<file path="src/sv/cpre_pkg.sv">
// ----------------------------------------------------------------------------
// cpre_pkg
// Types and constants shared by the control plane run extractor.
// ----------------------------------------------------------------------------
package cpre_pkg;

  localparam int WIDTH_W   = 13;
  localparam int OFFSET_W  = 14;
  localparam int CFG_IDX_W = 2;
  localparam int CFG_DAT_W = 14;
  localparam int MAX_RUNS  = 3;

  localparam logic [CFG_IDX_W-1:0] CFG_IMAGE_WIDTH = 2'd0;
  localparam logic [CFG_IDX_W-1:0] CFG_PLANE_WIDTH = 2'd1;
  localparam logic [CFG_IDX_W-1:0] CFG_X_OFFSET    = 2'd2;

  localparam logic [WIDTH_W-1:0] IMAGE_WIDTH_RST = 13'd4096;
  localparam logic [WIDTH_W-1:0] PLANE_WIDTH_RST = 13'd4096;

  typedef struct packed {
    logic [WIDTH_W-1:0] run_len;
    logic               run_inside;
    logic               line_done;
  } run_t;

  typedef struct packed {
    logic [WIDTH_W-1:0] plane_index;
    logic [WIDTH_W-1:0] image_position;
    logic               run_polarity;
    logic [WIDTH_W-1:0] run_accumulated;
  } line_state_t;

  typedef struct packed {
    line_state_t        state;
    run_t [MAX_RUNS-1:0] runs;
    logic [1:0]         count;
  } step_out_t;

endpackage

</file>
<file path="src/sv/cpre_if.sv">
// ----------------------------------------------------------------------------
// cpre interfaces
// Valid/ready channels for plane bits, runs and register writes.
// ----------------------------------------------------------------------------
interface cpre_item_if;
  logic valid;
  logic ready;
  logic line_pass;
  logic plane_bit;

  modport source (output valid, output line_pass, output plane_bit, input ready);
  modport sink   (input valid, input line_pass, input plane_bit, output ready);
endinterface

interface cpre_run_if;
  logic        valid;
  logic        ready;
  logic [12:0] run_len;
  logic        run_inside;
  logic        line_done;

  modport source (output valid, output run_len, output run_inside, output line_done,
                  input ready);
  modport sink   (input valid, input run_len, input run_inside, input line_done,
                  output ready);
endinterface

interface cpre_cfg_if;
  logic        valid;
  logic        ready;
  logic [1:0]  index;
  logic [13:0] data;

  modport source (output valid, output index, output data, input ready);
  modport sink   (input valid, input index, input data, output ready);
endinterface

</file>
<file path="src/sv/cpre_step.sv">
// ----------------------------------------------------------------------------
// cpre_step
// Run state update for one plane bit: next line state plus up to three runs.
// ----------------------------------------------------------------------------
module cpre_step
  import cpre_pkg::*;
(
  input  logic [WIDTH_W-1:0]         img_w,
  input  logic [WIDTH_W-1:0]         pln_w,
  input  logic signed [OFFSET_W-1:0] x_off,
  input  logic                       line_pass,
  input  logic                       plane_bit,
  input  line_state_t                cur,
  output step_out_t                  step
);

  logic signed [OFFSET_W:0] x_e;
  logic signed [OFFSET_W:0] w_e;
  logic signed [OFFSET_W:0] pw_e;
  logic signed [OFFSET_W:0] p;
  logic [WIDTH_W-1:0]       lead;
  logic [WIDTH_W:0]         idx_inc;
  logic                     no_overlap;
  logic                     covered;
  logic [WIDTH_W-1:0]       acc;
  logic [WIDTH_W-1:0]       pos;
  logic [WIDTH_W-1:0]       pad;
  logic                     pol;
  logic [1:0]               n;
  run_t [MAX_RUNS-1:0]      runs;
  line_state_t              start;

  always_comb begin
    x_e  = {x_off[OFFSET_W-1], x_off};
    w_e  = {2'b00, img_w};
    pw_e = {2'b00, pln_w};
    p    = x_e + {2'b00, cur.plane_index};
    lead = (x_e > 0) ? x_off[WIDTH_W-1:0] : '0;

    start.plane_index     = '0;
    start.image_position  = lead;
    start.run_polarity    = 1'b0;
    start.run_accumulated = lead;

    no_overlap = line_pass || ((x_e + pw_e) <= 0) || (x_e >= w_e);
    idx_inc    = {1'b0, cur.plane_index} + 14'd1;

    acc     = cur.run_accumulated;
    pos     = cur.image_position;
    pol     = cur.run_polarity;
    pad     = '0;
    n       = '0;
    runs    = '0;
    covered = 1'b0;

    step.state = cur;

    if (no_overlap) begin
      runs[0]    = '{run_len: img_w, run_inside: 1'b0, line_done: 1'b1};
      n          = 2'd1;
      step.state = start;
    end else begin
      covered = (p >= 0) && (p < w_e) && (pos < img_w);
      if (covered) begin
        if ((acc != '0) && (plane_bit != pol)) begin
          runs[n] = '{run_len: acc, run_inside: pol, line_done: 1'b0};
          n       = n + 2'd1;
          acc     = '0;
        end
        pol = plane_bit;
        acc = acc + 13'd1;
        pos = pos + 13'd1;
        if (pos >= img_w) begin
          runs[n] = '{run_len: acc, run_inside: pol, line_done: 1'b1};
          n       = n + 2'd1;
        end
      end
      if (idx_inc >= {1'b0, pln_w}) begin
        if (pos < img_w) begin
          pad = img_w - pos;
          if (!pol) begin
            runs[n] = '{run_len: acc + pad, run_inside: 1'b0, line_done: 1'b1};
            n       = n + 2'd1;
          end else begin
            runs[n] = '{run_len: acc, run_inside: 1'b1, line_done: 1'b0};
            n       = n + 2'd1;
            runs[n] = '{run_len: pad, run_inside: 1'b0, line_done: 1'b1};
            n       = n + 2'd1;
          end
        end
        step.state = start;
      end else begin
        step.state.plane_index     = idx_inc[WIDTH_W-1:0];
        step.state.image_position  = pos;
        step.state.run_polarity    = pol;
        step.state.run_accumulated = acc;
      end
    end

    step.runs  = runs;
    step.count = n;
  end

endmodule

</file>
<file path="src/sv/control_plane_run_extractor.sv">
// ----------------------------------------------------------------------------
// control_plane_run_extractor
// Turns a 1-bit control plane line into inside/outside runs over an image line.
// ----------------------------------------------------------------------------
// One plane bit (or line pass) per transaction on item; runs leave on run as
// length, inside flag and line_done on the final run of each image line. An
// item is taken every cycle as long as its runs drain: it passes an input
// register and the combinational run logic, and lands in a three-entry run
// register that the run port empties one run per cycle while the sink is ready;
// a new item waits until the run register is empty or its last run leaves.
// Registers on cfg (0 image_width, 1 plane_width, 2 x_offset) restart the current
// line; zero widths count as 1, widths above min(MAX_WIDTH, 8191) as that cap.
// ----------------------------------------------------------------------------
module control_plane_run_extractor
  import cpre_pkg::*;
#(
  parameter int MAX_WIDTH = 4096
) (
  input  logic          clk,
  input  logic          rst,
  cpre_item_if.sink     item,
  cpre_run_if.source    run,
  cpre_cfg_if.sink      cfg
);

  localparam int                 CAP   = (MAX_WIDTH > 8191) ? 8191 : MAX_WIDTH;
  localparam logic [WIDTH_W-1:0] CAP_W = WIDTH_W'(CAP);

  logic [WIDTH_W-1:0]         image_width;
  logic [WIDTH_W-1:0]         plane_width;
  logic signed [OFFSET_W-1:0] x_offset;
  logic [WIDTH_W-1:0]         img_w;
  logic [WIDTH_W-1:0]         pln_w;

  line_state_t         line_state;
  logic                in_valid;
  logic                in_pass;
  logic                in_bit;
  run_t [MAX_RUNS-1:0] runs;
  logic [1:0]          run_count;

  step_out_t step;
  logic      pop;
  logic      grp_free;
  logic      move;
  logic      cfg_wr;
  line_state_t restart;

  always_comb begin
    img_w = (image_width == '0) ? 13'd1 : ((image_width > CAP_W) ? CAP_W : image_width);
    pln_w = (plane_width == '0) ? 13'd1 : ((plane_width > CAP_W) ? CAP_W : plane_width);
  end

  cpre_step u_step (
    .img_w     (img_w),
    .pln_w     (pln_w),
    .x_off     (x_offset),
    .line_pass (in_pass),
    .plane_bit (in_bit),
    .cur       (line_state),
    .step      (step)
  );

  assign pop      = run.valid && run.ready;
  assign grp_free = (run_count == 2'd0) || ((run_count == 2'd1) && pop);
  assign move     = in_valid && grp_free;

  assign item.ready = !rst && (!in_valid || move);
  assign cfg.ready  = !rst;
  assign cfg_wr     = cfg.valid && !rst && (cfg.index == CFG_IMAGE_WIDTH ||
                                            cfg.index == CFG_PLANE_WIDTH ||
                                            cfg.index == CFG_X_OFFSET);

  // a positive x_offset, new or current, sets the leading outside pixels of the restarted line
  always_comb begin
    restart = '0;
    if (cfg.index == CFG_X_OFFSET) begin
      if (!cfg.data[OFFSET_W-1] && (cfg.data[OFFSET_W-2:0] != '0)) begin
        restart.image_position  = cfg.data[WIDTH_W-1:0];
        restart.run_accumulated = cfg.data[WIDTH_W-1:0];
      end
    end else if (!x_offset[OFFSET_W-1] && (x_offset != '0)) begin
      restart.image_position  = x_offset[WIDTH_W-1:0];
      restart.run_accumulated = x_offset[WIDTH_W-1:0];
    end
  end

  always_ff @(posedge clk) begin
    if (rst) begin
      image_width <= IMAGE_WIDTH_RST;
      plane_width <= PLANE_WIDTH_RST;
      x_offset    <= '0;
      line_state  <= '0;
    end else if (cfg_wr) begin
      case (cfg.index)
        CFG_IMAGE_WIDTH: image_width <= cfg.data[WIDTH_W-1:0];
        CFG_PLANE_WIDTH: plane_width <= cfg.data[WIDTH_W-1:0];
        CFG_X_OFFSET:    x_offset    <= cfg.data;
        default:         ;
      endcase
      line_state <= restart;
    end else if (move) begin
      line_state <= step.state;
    end
  end

  always_ff @(posedge clk) begin
    if (rst) begin
      in_valid <= 1'b0;
    end else if (item.ready) begin
      in_valid <= item.valid;
    end
  end

  always_ff @(posedge clk) begin
    if (item.valid && item.ready) begin
      in_pass <= item.line_pass;
      in_bit  <= item.plane_bit;
    end
  end

  always_ff @(posedge clk) begin
    if (rst) begin
      run_count <= '0;
    end else if (move) begin
      run_count <= step.count;
    end else if (pop) begin
      run_count <= run_count - 2'd1;
    end
  end

  always_ff @(posedge clk) begin
    if (move) begin
      runs <= step.runs;
    end else if (pop) begin
      runs[0] <= runs[1];
      runs[1] <= runs[2];
    end
  end

  assign run.valid      = (run_count != 2'd0);
  assign run.run_len    = runs[0].run_len;
  assign run.run_inside = runs[0].run_inside;
  assign run.line_done  = runs[0].line_done;

endmodule

</file>
<file path="src/flat_wrapper.sv">
// flat-port wrapper written by rule: the top's interface ports become plain ports
module control_plane_run_extractor_flat import cpre_pkg::*;
#(
  parameter int MAX_WIDTH = 4096
)
  (clk, rst, item_valid, item_line_pass, item_plane_bit, item_ready, run_valid, run_run_len, run_run_inside, run_line_done, run_ready, cfg_valid, cfg_index, cfg_data, cfg_ready);
  cpre_item_if item_i ();
  cpre_run_if run_i ();
  cpre_cfg_if cfg_i ();
  input  logic clk;
  input  logic rst;
  input wire logic [$bits(item_i.valid)-1:0] item_valid;
  input wire logic [$bits(item_i.line_pass)-1:0] item_line_pass;
  input wire logic [$bits(item_i.plane_bit)-1:0] item_plane_bit;
  output wire logic [$bits(item_i.ready)-1:0] item_ready;
  output wire logic [$bits(run_i.valid)-1:0] run_valid;
  output wire logic [$bits(run_i.run_len)-1:0] run_run_len;
  output wire logic [$bits(run_i.run_inside)-1:0] run_run_inside;
  output wire logic [$bits(run_i.line_done)-1:0] run_line_done;
  input wire logic [$bits(run_i.ready)-1:0] run_ready;
  input wire logic [$bits(cfg_i.valid)-1:0] cfg_valid;
  input wire logic [$bits(cfg_i.index)-1:0] cfg_index;
  input wire logic [$bits(cfg_i.data)-1:0] cfg_data;
  output wire logic [$bits(cfg_i.ready)-1:0] cfg_ready;
  assign item_i.valid = item_valid;
  assign item_i.line_pass = item_line_pass;
  assign item_i.plane_bit = item_plane_bit;
  assign item_ready = item_i.ready;
  assign run_valid = run_i.valid;
  assign run_run_len = run_i.run_len;
  assign run_run_inside = run_i.run_inside;
  assign run_line_done = run_i.line_done;
  assign run_i.ready = run_ready;
  assign cfg_i.valid = cfg_valid;
  assign cfg_i.index = cfg_index;
  assign cfg_i.data = cfg_data;
  assign cfg_ready = cfg_i.ready;
  control_plane_run_extractor #(.MAX_WIDTH(MAX_WIDTH)) u_core (.clk(clk), .rst(rst), .item(item_i), .run(run_i), .cfg(cfg_i));
endmodule
</file>
<file path="config.mk">
export PLATFORM = sky130hd
export DESIGN_NAME = control_plane_run_extractor_flat
export DESIGN_NICKNAME = d
export VERILOG_FILES = /design/src/sv/cpre_pkg.sv /design/src/sv/cpre_if.sv /design/src/sv/cpre_step.sv /design/src/sv/control_plane_run_extractor.sv /design/src/flat_wrapper.sv
export SDC_FILE = /design/constraint.sdc
export NUM_CORES = 1
export LEC_CHECK = 0
export BUFFER_PORTS_ARGS = -buffer_cell sky130_fd_sc_hd__buf_2
export CORE_ASPECT_RATIO = 2
export CORE_UTILIZATION = 55
export CTS_CLUSTER_DIAMETER = 50
export CTS_CLUSTER_SIZE = 14
export DETAILED_ROUTE_END_ITERATION = 16
export GPL_TIMING_DRIVEN = 0
export PLACE_DENSITY = 0.86
export SYNTH_ARGS = -nofsm -noshare
export SYNTH_HDL_FRONTEND = slang
export SYNTH_SLANG_ARGS = --single-unit
export TNS_END_PERCENT = 5
</file>
<file path="constraint.sdc">
create_clock -name clk -period 7.75 [get_ports clk]
set_input_delay 0.3875 -clock clk [delete_from_list [all_inputs] [get_ports clk]]
set_output_delay 0.3875 -clock clk [all_outputs]
set_load 0.005 [all_outputs]
</file>
==> results of run 1 <==
## routing by layer
layer | overflow | GRT usage
met1 | 0 | 0.470
met2 | 3 | 0.817
met3 | 0 | 0.246
met4 | 0 | 0.598
met5 | 0 | 0
## cells in the mapped netlist (5+ instances only)
cell type and instances:
a211o_1 5, a211oi_1 19, a211oi_2 5, a21boi_0 5
a21o_1 17, a21oi_1 147, a221o_1 5, a22o_1 5
a22oi_1 37, a311oi_1 7, a31oi_1 18, a32oi_1 9
a41oi_1 7, and2_1 10, and3_1 17, and4_1 6
buf_2 10, buf_4 17, buf_6 7, clkbuf_1 56
dfxtp_1 83, edfxtp_1 47, ha_1 127, inv_1 75
nand2_1 206, nand2b_1 19, nand3_1 48, nand4_1 13
nor2_1 113, nor2b_1 12, nor3_1 35, nor3b_1 8
nor4_1 14, o2111ai_1 8, o211ai_1 13, o21a_1 18
o21ai_0 94, o21bai_1 5, o22ai_1 17, o31ai_1 13
or3_1 12, xnor2_1 32, xor2_1 36
## cell families after synthesis
| kind of cell | share of synthesized area |
|---|---|
| flip-flops | 0.250 |
| XOR/XNOR | 0.0518 |
| AO/OA/AOI/OAI | 0.284 |
| AND/OR/NAND/NOR | 0.202 |
| buffers and inverters | 0.0638 |
| adder cells (fa/ha/maj) | 0.136 |
| multiplexers | 0.0120 |
## stage by stage
step,instances,hold WS (ps),util
3_3_place_gp,1872,452,0.584
2_1_floorplan,1558,436,-
4_1_cts,1921,106,0.632
3_5_place_dp,1872,464,0.584
## timing repair
item,4_1_cts
setup buffers,18
setup endpoints to repair,44
gates resized for setup,75
pin swaps,24
==> flow_summary.ini, run 1 <==
[run_status]
status = did not finish
stop_stage = 5_1_grt
stop_error = [ERROR GRT-0116] Global routing finished with congestion. Check the congestion regions in the DRC Viewer.

[clocking]
cts.sinks = 130
h-tree-depth = 4
cts_hold_buf = 0
cts_root_buf = clkbuf_16
cts_buffer_depth = 2
cts_buffers = 17

[synth]
ys_seq_elements = 130
synth-edff-count = 47
synth_cell_types = 100
syn_avg_cell_area_um2 = 7.88
synth-seq-area-share = 0.250
ys.flop_type = dfxtp_1
synth_top_area_share = 0.135
synthesis.nets = 1712
yosysTopAreaCell = dfxtp_1
syn_inst = 1558
ys_top_cells_by_area = dfxtp_1 14%, ha_1 13%, edfxtp_1 11%
synthArstFlopShare = 0
syn_area_mm2 = 0.0123
synth_warnings = 0

[global_route]
grt_pass1_wl_um = 89200
overflow = 3
grt_pass1_vias = 14400
grt_max_degree = 33
grt_usage = 0.527

[placement]
post-place-ws_ps = -1670
place_area_mm2 = 0.0128
io_buffers = 38
gp_congestion = 1.09
hpwlAfterDp_um = 41100

[die]
pin_count = 41
die_w_um = 108
dieHeight_um = 213
rows = 77
initial_utilization = 0.559
==> inputs of run 2 (changes only) <==
--- a/config.mk
+++ b/config.mk
@@ -6,13 +6,10 @@
 export NUM_CORES = 1
 export LEC_CHECK = 0
 export BUFFER_PORTS_ARGS = -buffer_cell sky130_fd_sc_hd__buf_2
-export CORE_ASPECT_RATIO = 2
-export CORE_UTILIZATION = 55
-export CTS_CLUSTER_DIAMETER = 50
-export CTS_CLUSTER_SIZE = 14
+export CORE_UTILIZATION = 40
 export DETAILED_ROUTE_END_ITERATION = 16
 export GPL_TIMING_DRIVEN = 0
-export PLACE_DENSITY = 0.86
+export PLACE_DENSITY_LB_ADDON = 0.15
 export SYNTH_ARGS = -nofsm -noshare
 export SYNTH_HDL_FRONTEND = slang
 export SYNTH_SLANG_ARGS = --single-unit
==> constraint.sdc (replaced) <==
create_clock -name clk -period 10.1 [get_ports clk]
set_input_delay 0.505 -clock clk [delete_from_list [all_inputs] [get_ports clk]]
set_output_delay 0.505 -clock clk [all_outputs]
set_load 0.005 [all_outputs]
==> flow_summary.ini, run 2 <==
[finish]
drive_above_1_share = 0.0927
diodes = 0
final_common_cell = nand2_1
layout.nets = 1770
fill_cells = 3098
final_area_mm2 = 0.0136
final_cell_mix = 206 x nand2_1, 147 x a21oi_1, 127 x ha_1, 113 x nor2_1, 94 x o21ai_0
regMostFlops = u_core.line_state
finalCoreUtilization = 0.453
largest_reg_flops = 40
area_growth_pct = 10.4
reg_top3 = u_core.line_state: 40 flops, u_core.runs: 30 flops, u_core.x_offset: 14 flops

[setup_path]
worstPathArrival_ps = 9590
slowest_delay_ps = 630
slowest_stage = a21oi_1
start_kind = register
crit_type = register to register
timing.rr.start = u_core.line_state[27]$_SDFFE_PP0P_
cp_max_fo = 10
cp_data_required_time_ps = 10270
r2r_slack_ps = 680
ff2ff_path_depth = 39
crit_path_frequent_cell = ha_1
worstReg2RegEnd = u_core.runs[44]$_SDFFCE_PP0P_
end_kind = register

[clocking]
cts_hold_buf = 0
cts.sinks = 130
cts_root_buf = clkbuf_16
cts_tree = built
cts_setup_buffers = 0
cts_buffers = 17
h-tree-depth = 4
clkTransAtPathRegs_ps = 60
cts_resized = 0
cts_buffer_depth = 2
worstSkewPairLatency_ps = 450

[synth]
synth_fa_ha_area_frac = 0.136
syn_avg_cell_area_um2 = 7.88
ys_top_cells_by_count = 206 x nand2_1, 147 x a21oi_1, 127 x ha_1
synth-simple-area-share = 0.202
synth_cell_types = 100
syn_inst = 1558
synth_top_area_share = 0.135
synth-xor-area-share = 0.0518
syn_area_mm2 = 0.0123
synth_compound_area_frac = 0.284
synth_warnings = 0
synthMuxAreaShare = 0.0120
synth_most_common_cell = nand2_1
ys_seq_elements = 130
synth-edff-count = 47
synth_top_family_by_area = compound AO/OA/AOI/OAI gates
yosysTopAreaCell = dfxtp_1
ys_top_cells_by_area = dfxtp_1 14%, ha_1 13%, edfxtp_1 11%
synthArstFlopShare = 0
ys.flop_type = dfxtp_1
synth-seq-area-share = 0.250
synthesis.nets = 1712

[route]
ant_nets = 0
vias = 12700
first_pass_iters = 6
viasPerCell = 6.30
remaining_drc_errors = 0
post_drt_wl_per_cell_um = 23.7
wl_um = 47900
drt_iter0_markers = 1648

[global_route]
grt_max_degree = 33
antenna_found_initial = 0
grt_pass1_wl_um = 71900
grt_pass1_vias = 11800
grt_usage = 0.310
overflow = 0

[die]
dieArea_mm2 = 0.0314
rows = 63
pin_count = 41
core_area_mm2 = 0.0300
initial_utilization = 0.410
dieHeight_um = 177
die_w_um = 177

[sta]
finClkSkew_ps = 13.0
setup_viol = 0
hold_viol = 0
tightestPinTransition_ps = 967
period_share = 0.932
setup-tns-final_ps = 0
report.final.slew_viol_count = 0
setup_ws_ps = 683
slew_headroom = 0.353
rsz0062_at_grt = no
layout_min_cycle_time_ps = 9420
max_clock_freq_mhz = 106

[worst_hold_path]
min_path_cells = 1
holdPathEnd = u_core.in_pass$_DFFE_PP_
hold_path.startpoint = item_line_pass
hold_path.class = input port to register

[pwr]
p_per_area_mw_per_mm2 = 202
peakVddDrop_uv = 145
p_leak_nw = 5.54
total_power_mw = 2.74

[run_status]
status = completed

[placement]
io_buffers = 38
place_area_mm2 = 0.0130
hpwlAfterDp_um = 36600
post-place-ws_ps = 918
gp_congestion = 0.985

[flow_run]
cap_viol_max_count = 0
[run 2: cell counts after synthesis]
No cell type changed its count.
[run 2: kinds of logic after synthesis]
| kind of cell | Yosys count |
|---|---|
| multiplexers | 12 |
| flip-flops | 130 |
| buffers and inverters | 170 |
| AND/OR/NAND/NOR | 530 |
| adder cells (fa/ha/maj) | 131 |
| XOR/XNOR | 70 |
| AO/OA/AOI/OAI | 515 |
[run 2: how the worst max path moves through the flow]
stage                                             startpoint                            end  slack, ps
after global routing      u_core.line_state[27]$_SDFFE_PP0P_  u_core.runs[44]$_SDFFCE_PP0P_        170
after global placement    u_core.line_state[27]$_SDFFE_PP0P_  u_core.runs[44]$_SDFFCE_PP0P_        980
final                     u_core.line_state[27]$_SDFFE_PP0P_  u_core.runs[44]$_SDFFCE_PP0P_        680
after floorplan           u_core.line_state[27]$_SDFFE_PP0P_      u_core.runs[29]$_DFFE_PP_       2770
after CTS                 u_core.line_state[27]$_SDFFE_PP0P_  u_core.runs[44]$_SDFFCE_PP0P_        870
after detailed placement  u_core.line_state[27]$_SDFFE_PP0P_  u_core.runs[44]$_SDFFCE_PP0P_        920
[run 2: routing by layer]
layer  track usage  part of all wire  up-vias
met2         0.437              0.40      691
met3        0.0939              0.12      127
li1              -                 -     5893
met5             0                 0        -
met4         0.141             0.039        0
met1         0.429              0.44     6003
[run 2: final cells by class]
class / instances / area [µm²] / area share
multi-input cells: 1258 / 8430 / 0.621
inverters: 78 / 293 / 0.0216
flip-flops and latches: 130 / 3070 / 0.227
clock inverters: 15 / 166 / 0.0123
well taps: 390 / 488 / 0.0360
clock buffers: 17 / 425 / 0.0314
repair buffers: 39 / 195 / 0.0144
plain buffers: 92 / 492 / 0.0363
[run 2: worst max-delay path: cells and delay by family, from the launching register on]
kind / cells / cell delay [ps]
adders and majority gates: 6 / 1880
DFF: 1 / 590
and+or+nand+nor: 9 / 1360
AOI/OAI and AO/OA: 16 / 3670
buffers and inverters: 5 / 840
xor gates and xnor gates: 3 / 770
[run 2: power breakdown]
part | internal, mW | switching [mW]
sequential | 0.658 | 0.0505
combinational | 0.479 | 0.902
clock | 0.370 | 0.277
[run 2: per-stage QoR]
step	hold WS [ps]	std cells
3_3_place_gp	451	1986
6_report	236	2019
5_1_grt	226	2019
2_1_floorplan	436	1558
4_1_cts	217	2018
3_5_place_dp	449	1986
(Power assumes the default switching activity.)
